`src/design/mbar_pkg.sv`:
```
`default_nettype none

package mbar_pkg;

    localparam int MAX_LINE_CHARS_DEFAULT = 23;
    localparam int MIN_REPLY_CHARS_DEFAULT = 15;

    localparam int CFG_ADDR_W = 3;
    localparam int CFG_DATA_W = 32;
    localparam logic [7:0] DEVICE_ADDRESS_RESET = 8'h01;

    localparam logic [7:0] CHAR_COLON = 8'h3A;
    localparam logic [7:0] CHAR_ZERO = 8'h30;
    localparam logic [7:0] CHAR_TWO = 8'h32;
    localparam logic [7:0] CHAR_FOUR = 8'h34;
    localparam logic [7:0] CHAR_NEWLINE = 8'h0A;

    typedef enum logic [0:0] {
        OP_CHAR    = 1'b0,
        OP_TIMEOUT = 1'b1
    } op_t;

    typedef enum logic [0:0] {
        REG_DEVICE_ADDRESS = 1'b0
    } reg_index_t;

    typedef enum logic [2:0] {
        STATUS_OK        = 3'd0,
        STATUS_TOO_SHORT = 3'd1,
        STATUS_BAD_HEADER = 3'd2,
        STATUS_BAD_HEX   = 3'd3,
        STATUS_BAD_LRC   = 3'd4
    } status_t;

    typedef struct packed {
        logic       operation;
        logic [7:0] rx_char;
    } in_item_t;

    typedef struct packed {
        logic [15:0] reg_value;
        logic [2:0]  status;
    } out_item_t;

    function automatic logic [7:0] upper_hex(input logic [3:0] nib);
        logic [7:0] c;
        if (nib < 4'd10)
        begin
            c = 8'h30 + {4'd0, nib};
        end
        else
        begin
            c = 8'h41 + {4'd0, nib} - 8'd10;
        end
        return c;
    endfunction

    // Bit 4 set means the character is not a hex digit.
    function automatic logic [4:0] hex_value(input logic [7:0] c);
        logic [4:0] v;
        if (c >= 8'h30 && c <= 8'h39)
        begin
            v = {1'b0, 4'(c - 8'h30)};
        end
        else if (c >= 8'h41 && c <= 8'h46)
        begin
            v = {1'b0, 4'(c - 8'h41 + 8'd10)};
        end
        else if (c >= 8'h61 && c <= 8'h66)
        begin
            v = {1'b0, 4'(c - 8'h61 + 8'd10)};
        end
        else
        begin
            v = 5'h10;
        end
        return v;
    endfunction

endpackage

`default_nettype wire

```
`src/design/mbar_line.sv`:
```
`default_nettype none

module mbar_line #(
    parameter int MAX_LINE_CHARS  = mbar_pkg::MAX_LINE_CHARS_DEFAULT,
    parameter int MIN_REPLY_CHARS = mbar_pkg::MIN_REPLY_CHARS_DEFAULT
) (
    input  wire logic                clk,
    input  wire logic                rst_n,
    input  wire logic                step,
    input  wire mbar_pkg::in_item_t  item,
    input  wire logic [7:0]          device_address,
    output logic                     result_valid,
    output mbar_pkg::out_item_t      result
);

    localparam int POS_W = $clog2(MAX_LINE_CHARS + 1);

    logic [POS_W-1:0] pos_reg, pos_next;
    logic [7:0]       lrc_reg, lrc_next;
    logic [3:0]       hold_reg, hold_next;
    logic [15:0]      value_reg, value_next;
    logic [7:0]       rx_lrc_reg, rx_lrc_next;
    logic             header_good_reg, header_good_next;
    logic             hex_good_reg, hex_good_next;

    logic [POS_W-1:0] t_pos;
    logic [7:0]       t_lrc;
    logic [3:0]       t_hold;
    logic [15:0]      t_value;
    logic [7:0]       t_rx_lrc;
    logic             t_header_good;
    logic             t_hex_good;

    logic [POS_W-1:0] s_pos;
    logic [7:0]       s_lrc;
    logic [15:0]      s_value;
    logic [7:0]       s_rx_lrc;
    logic             s_header_good;
    logic             s_hex_good;

    logic [4:0]       hv;
    logic [3:0]       d;
    logic             is_hex;
    logic [7:0]       want;
    logic [7:0]       pair;
    logic [7:0]       expect_lrc;
    logic             is_timeout;
    logic             done;
    mbar_pkg::status_t status;

    assign is_timeout = (item.operation == mbar_pkg::OP_TIMEOUT);
    assign hv = mbar_pkg::hex_value(item.rx_char);
    assign is_hex = !hv[4];
    assign d = is_hex ? hv[3:0] : 4'd0;
    assign pair = {hold_reg, d};

    always_comb
    begin
        case (pos_reg)
            POS_W'(0): want = mbar_pkg::CHAR_COLON;
            POS_W'(1): want = mbar_pkg::upper_hex(device_address[7:4]);
            POS_W'(2): want = mbar_pkg::upper_hex(device_address[3:0]);
            POS_W'(3): want = mbar_pkg::CHAR_ZERO;
            POS_W'(4): want = mbar_pkg::CHAR_FOUR;
            POS_W'(5): want = mbar_pkg::CHAR_ZERO;
            default:   want = mbar_pkg::CHAR_TWO;
        endcase
    end

    always_comb
    begin
        t_pos = pos_reg + POS_W'(1);
        t_lrc = lrc_reg;
        t_hold = hold_reg;
        t_value = value_reg;
        t_rx_lrc = rx_lrc_reg;
        t_header_good = header_good_reg;
        t_hex_good = hex_good_reg;

        if (pos_reg <= POS_W'(6) && item.rx_char != want)
        begin
            t_header_good = 1'b0;
        end
        if (pos_reg >= POS_W'(1) && pos_reg <= POS_W'(12))
        begin
            if (!is_hex)
            begin
                t_hex_good = 1'b0;
            end
            if (pos_reg[0])
            begin
                t_hold = d;
            end
            else if (pos_reg <= POS_W'(10))
            begin
                t_lrc = lrc_reg + pair;
            end
            else
            begin
                t_rx_lrc = pair;
            end
            if (pos_reg >= POS_W'(7) && pos_reg <= POS_W'(10))
            begin
                t_value = {value_reg[11:0], d};
            end
        end
    end

    always_comb
    begin
        if (is_timeout)
        begin
            s_pos = pos_reg;
            s_lrc = lrc_reg;
            s_value = value_reg;
            s_rx_lrc = rx_lrc_reg;
            s_header_good = header_good_reg;
            s_hex_good = hex_good_reg;
        end
        else
        begin
            s_pos = t_pos;
            s_lrc = t_lrc;
            s_value = t_value;
            s_rx_lrc = t_rx_lrc;
            s_header_good = t_header_good;
            s_hex_good = t_hex_good;
        end
    end

    assign done = is_timeout || (item.rx_char == mbar_pkg::CHAR_NEWLINE)
                  || (t_pos >= POS_W'(MAX_LINE_CHARS));
    assign expect_lrc = 8'd0 - s_lrc;

    always_comb
    begin
        if (s_pos < POS_W'(MIN_REPLY_CHARS))
        begin
            status = mbar_pkg::STATUS_TOO_SHORT;
        end
        else if (!s_header_good)
        begin
            status = mbar_pkg::STATUS_BAD_HEADER;
        end
        else if (!s_hex_good)
        begin
            status = mbar_pkg::STATUS_BAD_HEX;
        end
        else if (expect_lrc != s_rx_lrc)
        begin
            status = mbar_pkg::STATUS_BAD_LRC;
        end
        else
        begin
            status = mbar_pkg::STATUS_OK;
        end
    end

    assign result_valid = step && done;
    assign result.status = status;
    assign result.reg_value = (status == mbar_pkg::STATUS_OK) ? s_value : 16'd0;

    always_comb
    begin
        if (done)
        begin
            pos_next = '0;
            lrc_next = '0;
            hold_next = '0;
            value_next = '0;
            rx_lrc_next = '0;
            header_good_next = 1'b1;
            hex_good_next = 1'b1;
        end
        else
        begin
            pos_next = t_pos;
            lrc_next = t_lrc;
            hold_next = t_hold;
            value_next = t_value;
            rx_lrc_next = t_rx_lrc;
            header_good_next = t_header_good;
            hex_good_next = t_hex_good;
        end
    end

    always_ff @(posedge clk or negedge rst_n)
    begin
        if (!rst_n)
        begin
            pos_reg <= '0;
            lrc_reg <= '0;
            hold_reg <= '0;
            value_reg <= '0;
            rx_lrc_reg <= '0;
            header_good_reg <= 1'b1;
            hex_good_reg <= 1'b1;
        end
        else if (step)
        begin
            pos_reg <= pos_next;
            lrc_reg <= lrc_next;
            hold_reg <= hold_next;
            value_reg <= value_next;
            rx_lrc_reg <= rx_lrc_next;
            header_good_reg <= header_good_next;
            hex_good_reg <= hex_good_next;
        end
    end

endmodule

`default_nettype wire

```
`config.mk`:
```
export PLATFORM = sky130hd
export DESIGN_NAME = mbar_line
export DESIGN_NICKNAME = d
export VERILOG_FILES = /design/src/design/mbar_pkg.sv /design/src/design/mbar_line.sv
export SDC_FILE = /design/constraint.sdc
export NUM_CORES = 1
export LEC_CHECK = 0
export ABC_AREA = 1
export BUFFER_PORTS_ARGS = -buffer_cell sky130_fd_sc_hd__clkbuf_2
export CAP_MARGIN = 25
export CORE_UTILIZATION = 65
export DETAILED_ROUTE_END_ITERATION = 6
export PLACE_DENSITY_LB_ADDON = 0.08
export SLEW_MARGIN = 20
export SYNTH_ARGS = -nofsm -noshare
export SYNTH_HDL_FRONTEND = slang
export SYNTH_SLANG_ARGS = --single-unit
```
`constraint.sdc`:
```
create_clock -name clk -period 11.14 [get_ports clk]
set_input_delay 1.671 -clock clk [delete_from_list [all_inputs] [get_ports clk]]
set_output_delay 1.671 -clock clk [all_outputs]
set_load 0.01 [all_outputs]
```
==> reports/results.ini, run 1 <==
[drt]
drc = 0
ant_nets = 0
via_count = 4455
routed_wl_um = 10600
first_iter_violations = 435
post_drt_wl_per_cell_um = 13.8
vias_per_cell = 5.81
dr.pass1.iters = 7

[sta]
hold_viol_final = 0
rsz0062_at_grt = no
fin_hold_ws_ns = 0.485
fin_crit_sh_pct = 64.2
period_needed_ns = 7.16
setup-violations-final = 0
fin_setup_tns_ns = 0
worstMarginPinSlew_ns = 0.829
max-slew-margin-rel_pct = 44.6
drv_slew = 0
fin_worst_skew_ns = 0.00364
timing.fmax_ghz = 0.140

[floorplanning]
chipHeight_um = 81.8
start_util_pct = 68.7
ios = 40
coreArea_sq_um = 6030
num_rows = 28
die_w_um = 81.8
dieArea_sq_um = 6700

[critical_path]
crit_type = in -> out
cp_max_fo = 16
cp.required_ns = 9.47
crit_path_start = item[0]
cpPeakStageDelay_ns = 0.38
cp-end-kind = output pin
cp_common_cell = nand2_1
cp_slowest_cell = ha_1
crit_arrival_ns = 5.49
startpoint_type = input port
r2r_start = pos_reg[1]

[synthesis]
syn-num-nets = 703
syn_area_sq_um = 4140
synthArstFlopShare_pct = 100
yosys_register_bits = 43
yosysUniqueCellTypes = 42
seq_area_frac_synth_pct = 26.0
synthFlopType = dfrtp_1
synthCells = 664
ys_warn_count = 0
synth-edff-count = 0
synth_area_per_cell_sq_um = 6.24

[cells_and_area]
final_common_cell = nand2_1
final_cell_mix = 191 x nand2_1, 99 x inv_1, 77 x nand3_1, 70 x o21ai_0, 41 x dfrtp_1
fin_util_pct = 74.4
synthToLayoutAreaGrowth_pct = 8.15
drive_gt1_share_pct = 12.3
nets = 730
n_antenna_cell = 0
largest_reg_flops = 16

[clocking]
clkTransAtPathRegs_ns = 0.08
clk_latency_ns = 0.29
cts_tree = built
postCtsSetupBuffers = 0
cts.path.max_buffers = 2
cts_resized = 0
cts_buffers = 5
htree_levels = 2
root_buffer = clkbuf_8
holdBufCountCts = 0
cts.sinks = 43

[hold_path]
min_from = header_good_reg
worstHoldPathType = reg -> reg

[run]
drv_cap = 0

[global_route]
overflow = 0
grt_pass1_vias = 3751
grt_max_degree = 47
grt.total_usage_pct = 32.8
grt_first_pass_wirelength_um = 16800
antenna_found_initial = 0

[placed_design]
dp_hpwl_um = 7940
gp_congestion = 0.941
port_buffers = 39

[pwr]
power-per-cell-area_nw_per_um2 = 108
peakVddDrop_mv = 0.0903
leakage_nw = 2.43
p_total_mw = 0.484

[run_status]
outcome = finished clean

cells in the mapped netlist, types with 2 or more instances:
library cell | instances | area share, %
nand2_1 | 191 | 17
inv_1 | 99 | 9.0
nand3_1 | 77 | 9.3
o21ai_0 | 70 | 8.5
dfrtp_1 | 41 | 25
nor2_1 | 26 | 2.4
o22ai_1 | 21 | 3.2
ha_1 | 18 | 5.4
clkbuf_1 | 17 | 1.5
nand4_1 | 16 | 2.4
a21oi_1 | 14 | 1.7
nor2_2 | 11 | 1.7
nand2_2 | 6 | 0.91
xor2_1 | 5 | 1.1
inv_2 | 4 | 0.36
nand3b_1 | 4 | 0.72
nor3_1 | 4 | 0.48
o211ai_1 | 4 | 0.72
nor2_4 | 3 | 0.82
o21bai_1 | 3 | 0.54
a31oi_1 | 2 | 0.30
buf_2 | 2 | 0.24
buf_6 | 2 | 0.54
clkinv_1 | 2 | 0.18
dfstp_2 | 2 | 1.3
nand3_2 | 2 | 0.48
o21a_1 | 2 | 0.36
or2_2 | 2 | 0.30
report_power, final:
| group | switching (mW) | total [mW] | internal [mW] |
|---|---|---|---|
| Combinational | 0.128 | 0.189 | 0.0610 |
| Clock | 0.0538 | 0.121 | 0.0672 |
| Sequential | 0.00955 | 0.174 | 0.165 |
final timing paths:
kind / slack, ns / cells after the start / to
worst max-delay path: 3.98 / 25 / result[5]
worst min-delay path: 0.49 / 2 / header_good_reg
worst max register to register: 8.55 / 11 / rx_lrc_reg[2]
worst min register to register: 0.49 / 2 / header_good_reg
max in group asynchronous: 9.11 / 2 / hex_good_reg
min in group asynchronous: 1.40 / 1 / value_reg[15]
layout make-up:
cell class / count / area, sq um
clock buffers: 7 / 76.3
clock inverters: 1 / 30.0
fillers: 495 / 1550
inverters: 106 / 400
multi-input cells: 493 / 2560
flip-flops and latches: 43 / 1080
well taps: 75 / 93.8
repair buffers: 42 / 238
worst max-delay path, delay by kind of cell:
kind,cells,cell delay (ns)
buffers and inverters,4,0.46
AO/OA/AOI/OAI,1,0.25
AND/OR/NAND/NOR,18,2.49
adder cells (fa/ha/maj),2,0.61
layer usage:
metal	vias to the layer above	track usage [%]	part of all wire, %
met5	-	0	0
met4	0	7.89	0.99
met3	12	2.78	7.3
met2	180	54.9	46
met1	2028	45.6	45
li1	2235	-	-
through the flow:
step                cells  setup slack (ns)  cell area (sq um)
finish                767              3.98               4480
global placement      758              4.26               4350
floorplan             664              4.88               4140
CTS                   767              4.07               4480
detailed placement    759              4.09               4370
global route          767              3.63               4480
logic make-up after synthesis:
kind of cell	after synthesis	synth area share [%]
AO/OA/AOI/OAI	121	16.2
XOR/XNOR	6	1.27
adder cells (fa/ha/maj)	19	5.92
buffers and inverters	128	12.1
flip-flops	43	26.0
AND/OR/NAND/NOR	347	38.5
No activity file was read; power rests on OpenSTA's default activity.
==> run 2, diff against run 1 <==
--- a/config.mk
+++ b/config.mk
@@ -8,7 +8,7 @@
 export ABC_AREA = 1
 export BUFFER_PORTS_ARGS = -buffer_cell sky130_fd_sc_hd__clkbuf_2
 export CAP_MARGIN = 25
-export CORE_UTILIZATION = 65
+export CORE_UTILIZATION = 55
 export DETAILED_ROUTE_END_ITERATION = 6
 export PLACE_DENSITY_LB_ADDON = 0.08
 export SLEW_MARGIN = 20
==> constraint.sdc (replaced) <==
create_clock -name clk -period 5.7 [get_ports clk]
set_input_delay 0.855 -clock clk [delete_from_list [all_inputs] [get_ports clk]]
set_output_delay 0.855 -clock clk [all_outputs]
set_load 0.01 [all_outputs]
==> run 2 against run 1 <==
Compared with the run above:
- first-iteration DRC count fell by 29%
- register-to-register slack got worse by 5.5 ns
- sequential share of layout area fell by 0.23 points
- non-clock buffer count rose by 3
- combinational power rose by 96%
- sequential power rose by 96%
- global-route usage fell by 3.7 points
==> reports/results.ini, run 2 (synthesis results as in run 1) <==
[clocking]
root_buffer = clkbuf_8
cts_buffers = 5
cts_tree = built
htree_levels = 2
cts.path.max_buffers = 2
cts.sinks = 43
holdBufCountCts = 0
clkTransAtPathRegs_ns = 0.10
clk_latency_ns = 0.31

[floorplanning]
die_w_um = 88.8
ios = 40
start_util_pct = 57.1
chipHeight_um = 88.8
dieArea_sq_um = 7880
coreArea_sq_um = 7250
num_rows = 31

[cells_and_area]
fin_cells = 794
final_cell_mix = 191 x nand2_1, 99 x inv_1, 75 x nand3_1, 70 x o21ai_0, 41 x dfrtp_1
largest_reg_flops = 16
n_antenna_cell = 0
final_common_cell = nand2_1
synthToLayoutAreaGrowth_pct = 9.21
nets = 733
drive_gt1_share_pct = 13.2

[sta]
rsz0062_at_grt = no
period_needed_ns = 5.37
setup_ws_ns = 0.331
hold_viol_final = 0
timing.fmax_ghz = 0.186
fin_crit_sh_pct = 94.2
fin_worst_skew_ns = 0.0130
worstMarginPinSlew_ns = 0.895
drv_slew = 0
fin_setup_tns_ns = 0
max-slew-margin-rel_pct = 40.2
setup-violations-final = 0

[global_route]
grt.total_usage_pct = 29.0
grt_first_pass_wirelength_um = 17800
grt_pass1_vias = 3927
antenna_found_initial = 0
grt_max_degree = 44
overflow = 0

[run]
drv_cap = 0

[hold_path]
min_from = header_good_reg
min_path_cells = 2
worstHoldPathType = reg -> reg
hold_end = header_good_reg

[pwr]
peakVddDrop_mv = 0.0959
leakage_nw = 2.44
power-per-cell-area_nw_per_um2 = 206

[critical_path]
startpoint_type = input port
crit_path_start = item[0]
crit_type = in -> out
crit_arrival_ns = 4.51
ff2ff_setup_slack_ns = 3.04
r2r_start = pos_reg[0]
worstReg2RegEnd = rx_lrc_reg[2]
cp_max_fo = 16
cp-end-kind = output pin
cp.required_ns = 4.85
reg2reg_depth = 11

[drt]
vias_per_cell = 5.63
drc = 0
routed_wl_um = 10900
via_count = 4471
ant_nets = 0
post_drt_wl_per_cell_um = 13.8
dr.pass1.iters = 5
first_iter_violations = 311

[placed_design]
placedCellCount = 785
gp_congestion = 0.956
pre_cts_slack_ns = 0.234
dp_hpwl_um = 8010
port_buffers = 39

[run_status]
outcome = finished clean

[run 2: changes by cell type in the layout (fill, tap and decap cells not counted)]
cell and delta:
buf_12 +1, buf_16 -1, buf_4 +3, bufinv_16 -1, clkbuf_1 -2, clkinv_4 +1
inv_6 +2, nand3_1 -2, nand3_2 +2
[run 2: power by group]
part / leakage [nW] / internal, mW / switching (mW)
Clock: 0.0491 / 0.0905 / 0.128
Combinational: 1.80 / 0.119 / 0.252
Sequential: 0.589 / 0.322 / 0.0186
[run 2: metrics by stage]
step / utilization, % / total power [mW] / hold slack [ns] / cell area, sq um
4_1_cts: 62.0 / 0.932 / 0.490 / 4490
3_5_place_dp: 60.7 / 0.710 / 0.475 / 4400
2_1_floorplan: - / 0.622 / 0.450 / 4140
6_report: 62.4 / 0.931 / 0.489 / 4520
3_3_place_gp: 60.7 / 0.704 / 0.465 / 4400
5_1_grt: 62.4 / 1.00 / 0.521 / 4520
[run 2: area by class of cell]
type                    instances  area [sq um]
inverters                     106           400
clock inverters                 3          26.3
flip-flops and latches         43          1080
repair buffers                 45           253
well taps                      99           124
fillers                       719          2730
multi-input cells             493          2570
clock buffers                   5          68.8
[run 2: how the worst max path moves through the flow]
| stage | endpoint | depth (start not counted) |
|---|---|---|
| floorplan | result[10] | 23 |
| global placement | result[3] | 24 |
| detailed placement | result[6] | 24 |
| CTS | result[6] | 24 |
| global route | result[6] | 24 |
| finish | result[6] | 25 |
[run 2: worst max-delay path, cell delays in order]
cell and delay, ns:
clkbuf_2 0.13, inv_1 0.11, ha_1 0.22, nand2_1 0.07, nand3_1 0.09, nand2_1 0.16
inv_1 0.10, nand2_1 0.11, nand3_2 0.17, fa_1 0.54, inv_1 0.04, nand4_1 0.10
nand3_1 0.08, nand2_1 0.13, ha_1 0.22, nand3_1 0.14, nor2_1 0.18, nand2_1 0.11
nand3b_1 0.09, nand3_1 0.11, nor3_4 0.18, nand4_4 0.13, buf_12 0.18, nor2_1 0.10
clkbuf_2 0.14
[run 2: repair_timing]
item / CTS / global route
endpoints found under the setup margin: 0 / 16
setup buffers: 0 / 1
gates resized for setup: 0 / 2
[run 2: layer usage]
| metal | part of all wire, % | track usage, % |
|---|---|---|
| met1 | 46 | 39.6 |
| met2 | 47 | 49.2 |
| met3 | 5.8 | 3.92 |
| met4 | 0.97 | 6.01 |
| met5 | 0 | 0 |
